--- config.mk ---
export PLATFORM = sky130hd
export DESIGN_NAME = sra_divider
export DESIGN_NICKNAME = d
export VERILOG_FILES = /design/src/sv/sensor_running_average_table_defines.svh /design/src/sv/sra_pkg.sv /design/src/sv/sra_divider.sv
export SDC_FILE = /design/constraint.sdc
export NUM_CORES = 1
export LEC_CHECK = 0
export BUFFER_PORTS_ARGS = -buffer_cell sky130_fd_sc_hd__buf_2
export CORE_AREA = 5 5 74 76
export CTS_BUF_LIST = sky130_fd_sc_hd__clkbuf_16
export DETAILED_ROUTE_END_ITERATION = 10
export DIE_AREA = 0 0 79 81
export MAX_ROUTING_LAYER = met4
export PLACE_DENSITY = 0.8
export SLEW_MARGIN = 20
export SYNTH_ARGS = -nofsm -noshare
export SYNTH_HDL_FRONTEND = slang
export SYNTH_SLANG_ARGS = --single-unit
--- constraint.sdc ---
create_clock -name clk_i -period 2 [get_ports clk_i]
set_input_delay 0.4 -clock clk_i [delete_from_list [all_inputs] [get_ports clk_i]]
set_output_delay 0.4 -clock clk_i [all_outputs]
set_load 0.02 [all_outputs]
--- src/sv/sensor_running_average_table_defines.svh ---
// ----------------------------------------------------------------------------
// Sensor running average table assertion macros
// Concurrent check macros clocked on clk_i and disabled while rst_ni is low.
// ----------------------------------------------------------------------------
`ifndef SENSOR_RUNNING_AVERAGE_TABLE_DEFINES_SVH
`define SENSOR_RUNNING_AVERAGE_TABLE_DEFINES_SVH

`ifndef SYNTHESIS

// Property must hold at every clock edge outside reset.
`define SRA_ASSERT(lbl, prop, msg) \
  lbl: assert property (@(posedge clk_i) disable iff (!rst_ni) (prop)) else $error(msg);

// Condition must never be true at a clock edge outside reset.
`define SRA_ASSERT_NEVER(lbl, cond, msg) \
  lbl: assert property (@(posedge clk_i) disable iff (!rst_ni) !(cond)) else $error(msg);

`else

`define SRA_ASSERT(lbl, prop, msg)
`define SRA_ASSERT_NEVER(lbl, cond, msg)

`endif

`endif

--- src/sv/sra_pkg.sv ---
// ----------------------------------------------------------------------------
// Sensor running average table package
// Item types, status codes, register indexes and controller states.
// ----------------------------------------------------------------------------
`default_nettype none

package sra_pkg;

  localparam int unsigned ID_W      = 16;
  localparam int unsigned TEMP_W    = 16;
  localparam int unsigned TS_W      = 32;
  localparam int unsigned CFG_W     = 16;
  localparam int unsigned CFG_IDX_W = 1;
  localparam int unsigned STATUS_W  = 2;

  // Operation codes of an input item.
  localparam logic OP_REGISTER = 1'b0;
  localparam logic OP_READING  = 1'b1;

  // Status codes of a result item.
  localparam logic [STATUS_W-1:0] STATUS_APPLIED    = 2'd0;
  localparam logic [STATUS_W-1:0] STATUS_UNKNOWN    = 2'd1;
  localparam logic [STATUS_W-1:0] STATUS_REGISTERED = 2'd2;
  localparam logic [STATUS_W-1:0] STATUS_FULL       = 2'd3;

  // Configuration register indexes and reset values.
  localparam logic [CFG_IDX_W-1:0] CFG_MAX_TEMP = 1'b0;
  localparam logic [CFG_IDX_W-1:0] CFG_MIN_TEMP = 1'b1;
  localparam logic signed [CFG_W-1:0] MAX_TEMP_RST = 16'sd6400;
  localparam logic signed [CFG_W-1:0] MIN_TEMP_RST = 16'sd2560;

  typedef struct packed {
    logic                     op;
    logic [ID_W-1:0]          sensor_key;
    logic [ID_W-1:0]          room_id;
    logic signed [TEMP_W-1:0] temperature;
    logic [TS_W-1:0]          timestamp;
  } sra_in_t;

  typedef struct packed {
    logic [STATUS_W-1:0]      status;
    logic [ID_W-1:0]          room_number;
    logic signed [TEMP_W-1:0] average;
    logic [TS_W-1:0]          last_seen;
    logic                     too_hot;
    logic                     too_cold;
  } sra_out_t;

  typedef enum logic [3:0] {
    S_IDLE,
    S_REG,
    S_READ,
    S_CHECK,
    S_SUM,
    S_DIVGO,
    S_DIVWAIT,
    S_WRITE,
    S_FIN
  } sra_state_e;

endpackage

`default_nettype wire

--- src/sv/sra_divider.sv ---
// ----------------------------------------------------------------------------
// Sensor running average table divider
// Bit-serial restoring division of a signed sum by a small unsigned count,
// truncated toward zero, one quotient bit per cycle.
// ----------------------------------------------------------------------------
`default_nettype none

module sra_divider
  import sra_pkg::*;
#(
  parameter int unsigned NUM_W = 19,
  parameter int unsigned DEN_W = 3,
  parameter int unsigned Q_W   = 16
) (
  input  wire logic                    clk_i,
  input  wire logic                    rst_ni,
  input  wire logic                    start_i,
  input  wire logic signed [NUM_W-1:0] num_i,
  input  wire logic [DEN_W-1:0]        den_i,
  output logic                         done_o,
  output logic [Q_W-1:0]               quot_o
);

  localparam int unsigned STEP_W = $clog2(NUM_W + 1);

  logic              busy_q;
  logic              done_q;
  logic [STEP_W-1:0] step_q;
  logic              neg_q;
  logic [NUM_W-1:0]  shreg_q;
  logic [DEN_W-1:0]  rem_q;
  logic [DEN_W-1:0]  den_q;
  logic [DEN_W:0]    trial;
  logic              fits;
  logic [NUM_W-1:0]  mag_in;

  // Partial remainder with the next dividend bit brought down.
  assign trial  = {rem_q, shreg_q[NUM_W-1]};
  assign fits   = (trial >= {1'b0, den_q});
  assign mag_in = num_i[NUM_W-1] ? NUM_W'(-num_i) : NUM_W'(num_i);

  // Step counter; done pulses for one cycle after the last step.
  always_ff @(posedge clk_i or negedge rst_ni) begin
    if (!rst_ni) begin
      busy_q <= 1'b0;
      done_q <= 1'b0;
      step_q <= '0;
    end else begin
      done_q <= 1'b0;
      if (start_i) begin
        busy_q <= 1'b1;
        step_q <= '0;
      end else if (busy_q) begin
        step_q <= step_q + 1'b1;
        if (step_q == STEP_W'(NUM_W - 1)) begin
          busy_q <= 1'b0;
          done_q <= 1'b1;
        end
      end
    end
  end

  // The dividend shifts out at the top while quotient bits shift in below.
  always_ff @(posedge clk_i) begin
    if (start_i) begin
      neg_q   <= num_i[NUM_W-1];
      shreg_q <= mag_in;
      rem_q   <= '0;
      den_q   <= den_i;
    end else if (busy_q) begin
      shreg_q <= {shreg_q[NUM_W-2:0], fits};
      rem_q   <= fits ? DEN_W'(trial - {1'b0, den_q}) : trial[DEN_W-1:0];
    end
  end

  // Restore the sign of the truncated quotient.
  assign done_o = done_q;
  assign quot_o = neg_q ? Q_W'(-shreg_q) : Q_W'(shreg_q);

endmodule

`default_nettype wire

==> results by group <==
Synthesis
  • Synth Register Bits: 33
  • Ys flop type: edfxtp_1
  • Post-synth EDFFs: 23
  • Gate count after technology mapping: 224
  • Yosys warning count: 0
  • Top-area cell type share of the netlist area: 30.51%
  • Async S/R FF share, synth: 21.21%
  • Sequential area share after synthesis: 40.91%
  • Post-Synthesis Cell Area: 2263 µm²
  • Synth top area cells: edfxtp_1 (31%), dfrtp_1 (7.7%), xnor2_1 (6.6%)
  • Mapped Avg Cell Area: 10.10 µm²
  • Largest area contributor in the netlist: edfxtp_1
  • Synth unique cells: 44
  • Post-Syn Nets: 257

Worst setup path
  • CP max FO: 3
  • Critical path launch point type: flop
  • CP dominant cell by count: buf_4
  • Max stage delay on crit path: 0.43 ns
  • Arrival time worst endpoint: 1.91 ns
  • Worst Setup SP: shreg_q[6]
  • R2R setup slack: 0.03 ns
  • Crit-path slowest cell: edfxtp_1
  • Worst R2R Start: den_q[0]
  • CP Class: flop to output pin
  • Worst reg-to-reg path cell count: 6
  • CP Data Required Time: 1.60 ns
  • Cell chain of the critical path: nor4_4 > buf_4 > nand2_4 > o31ai_4 > xnor2_1 > buf_4
  • Crit. End Element: output pin
  • R2R Path End: rem_q[0]

Routing
  • Routed WL per cell: 18.94 µm
  • Final ANT Viol Nets: 0
  • Starting DRT DRC Count: 205
  • Via/cell ratio: 5.929
  • Pre-antenna DRT Iters: 4
  • DRC: 0
  • Final WL: 6.893 mm
  • Total number of vias: 2158

Die
  • Floorplan die height: 81 µm
  • Initial Utilization: 48.56%
  • Die W: 79 µm
  • Die ar.: 6399 µm²
  • # IOs: 42
  • Core area: 4661 µm²
  • FP Rows: 25

Pwr
  • Sequential Power Share: 32.8%
  • Power density cells: 857.9 nW/µm²
  • Cell Int Power: 0.001925 W
  • Switching pwr: 0.0009131 W
  • Pleak: 1.426 nW
  • Sw frac: 32.17%
  • Gate power share: 38.9%
  • Clock Power Share: 28.2%
  • Peak VDD IR: 0.0004562 V

GRT
  • Vias in the first global route: 2034
  • Gr usage total: 19.85%
  • First-pass GRT wire length: 9.653 mm
  • GRT overflow: 0
  • Largest net degree at the start of global routing: 31
  • Antenna violations before repair: 0

STA
  • Slew HR: 68.26%
  • Worst-margin pin slew: 0.4761 ns
  • Min cycle time layout: 2.311 ns
  • Fin crit share: 115.6%
  • Final Max Slew Viols: 0
  • Fmax: 432.7 MHz
  • Final hold vios: 0
  • Unrepaired setup endpoints after global routing: yes
  • Clk_skew: 0.002771 ns
  • Final worst slack: -0.3112 ns
  • Hold WS: 0.2978 ns
  • Setup violators final: 12

Worst hold path
  • Hold path endpoint: den_q[0]
  • Hold Crit Depth: 1
  • Worst hold path type: input pin to flop
  • Hold path start: den_i[0]

CTS
  • TritonCTS clock tree: yes
  • Max clock buf depth: 2
  • CTS clk-pin slew, worst paths: 0.05 ns
  • Worst-Skew Late Latency: 0.28 ns
  • Sink Count: 33
  • Root Buffer: clkbuf_16
  • Num CTS Buffers: 5
  • CTS HTree Levels: 2

Run
  • Max-Cap Viols: 0

Placed design
  • Area after DPL: 2694 µm²
  • Port bufs: 41
  • Detailed Place HPWL: 3.883 mm
  • GPL Wtd Cong: 0.8815
  • Pre-CTS setup slack: -0.1863 ns

Final layout
  • Fillers: 271
  • Final Instance Area: 3308 µm²
  • Utilization after layout: 70.98%
  • Nets@finish: 342
  • Share of cells above drive strength 1: 45.48%
  • Area growth from synthesis to layout: 46.16%
  • Ant diodes: 0

Run status
  • Status: finished, violations left
  • Failing checks: setup timing
-- area by class of cell --
class,instances,area [µm²],area share [%]
sequential,33,925.9,27.99
timing repair buffer,91,664.4,20.08
tap,54,67.56,2.042
clock inverter,2,7.507,0.2269
clock buffer,6,150.1,4.539
inverter,12,45.04,1.362
multi-input combinational,166,1448,43.76
-- registers in the layout, indices dropped and copies added (netlist names) --
signal and cells:
neg_q 1, done_o 1, den_q 3, shreg_q 19, busy_q 1, rem_q 3
step_q 5
-- metal layers --
metal | vias to the layer above | share of wire, % | global-route usage, %
met2 | 113 | 54 | 35.86
met3 | 20 | 6.7 | 3.769
met1 | 1043 | 36 | 21.68
met4 | 0 | 3.3 | 7.560
met5 | - | 0 | -
li1 | 982 | - | -
-- cells in the final DEF (no fill, tap or decap), drive strengths merged, types with 6 or more instances in the layout --
cell type	netlist	final
edfxtp	23	23
nor2	27	27
clkbuf	4	6
o31ai	8	8
dfrtp	7	7
ha	7	7
buf	9	90
o41ai	9	9
o21ai	7	7
nand2	11	11
xnor2	17	17
a21oi	17	17
xor2	17	17
inv	12	13
-- metrics by stage --
| stage | std cells | setup TNS [ns] | total power [W] |
|---|---|---|---|
| floorplan | 224 | 0 | 0.001421 |
| global placement | 339 | -1.079 | 0.001686 |
| detailed placement | 339 | -1.737 | 0.001718 |
| CTS | 350 | -2.520 | 0.002600 |
| global route | 364 | -3.728 | 0.002961 |
| finish | 364 | -2.704 | 0.002838 |
-- cell usage after synthesis (2+ instances only) --
cell / instances
o41ai_1: 3
a21oi_1: 17
dfrtp_1: 7
inv_1: 12
or2_2: 4
or4_1: 4
xnor2_1: 17
nor3b_1: 2
nor2b_1: 2
xor2_1: 17
clkbuf_1: 4
ha_1: 7
dfxtp_1: 3
edfxtp_1: 23
nand2_1: 11
buf_6: 5
o31ai_1: 8
nand3_1: 2
o41ai_2: 5
buf_2: 2
or3_1: 5
buf_4: 2
a211oi_1: 2
nand4_1: 2
nand2b_1: 2
nor3_1: 4
mux2i_1: 3
nor2_1: 27
o21ai_0: 7
-- timing repair --
item,in CTS,in global routing
endpoints found under the hold margin,7,0
endpoints found under the setup margin,13,19
setup buffers,2,14
gates resized for setup,28,37
hold buffers,1,0
pin swaps,6,17
-- worst max path at each step --
stage | slack (ns) | endpoint
6_report | -0.31 | quot_o[9]
5_1_grt | -0.36 | quot_o[12]
3_3_place_gp | -0.10 | shreg_q[17]
4_1_cts | -0.27 | quot_o[12]
2_1_floorplan | 0.06 | shreg_q[17]
3_5_place_dp | -0.19 | shreg_q[10]
-- worst max-delay path, delay by kind of cell (launching register included) --
kind | cells | cell delay (ns)
DFF | 1 | 0.43
and+or+nand+nor | 2 | 0.44
AOI/OAI and AO/OA | 1 | 0.23
buffers and inverters | 2 | 0.38
xor gates and xnor gates | 1 | 0.16
-- power by group through the flow --
stage / logic (W) / registers [W] / clock network (W)
global placement: 0.000766 / 0.000920 / 0
CTS: 0.000869 / 0.000929 / 0.000801
floorplan: 0.000496 / 0.000924 / 0
detailed placement: 0.000790 / 0.000927 / 0
finish: 0.00111 / 0.000931 / 0.000801
global route: 0.00119 / 0.000938 / 0.000836
-- logic make-up after synthesis --
family / count (synthesis) / synth area share (%)
AND/OR/NAND/NOR: 72 / 16.58
AO/OA/AOI/OAI: 48 / 16.53
XOR/XNOR: 34 / 13.16
flip-flops: 33 / 40.91
buffers and inverters: 25 / 6.246
adder cells (fa/ha/maj): 8 / 4.754
multiplexers: 4 / 1.824
No activity file was read; power rests on OpenSTA's default activity.
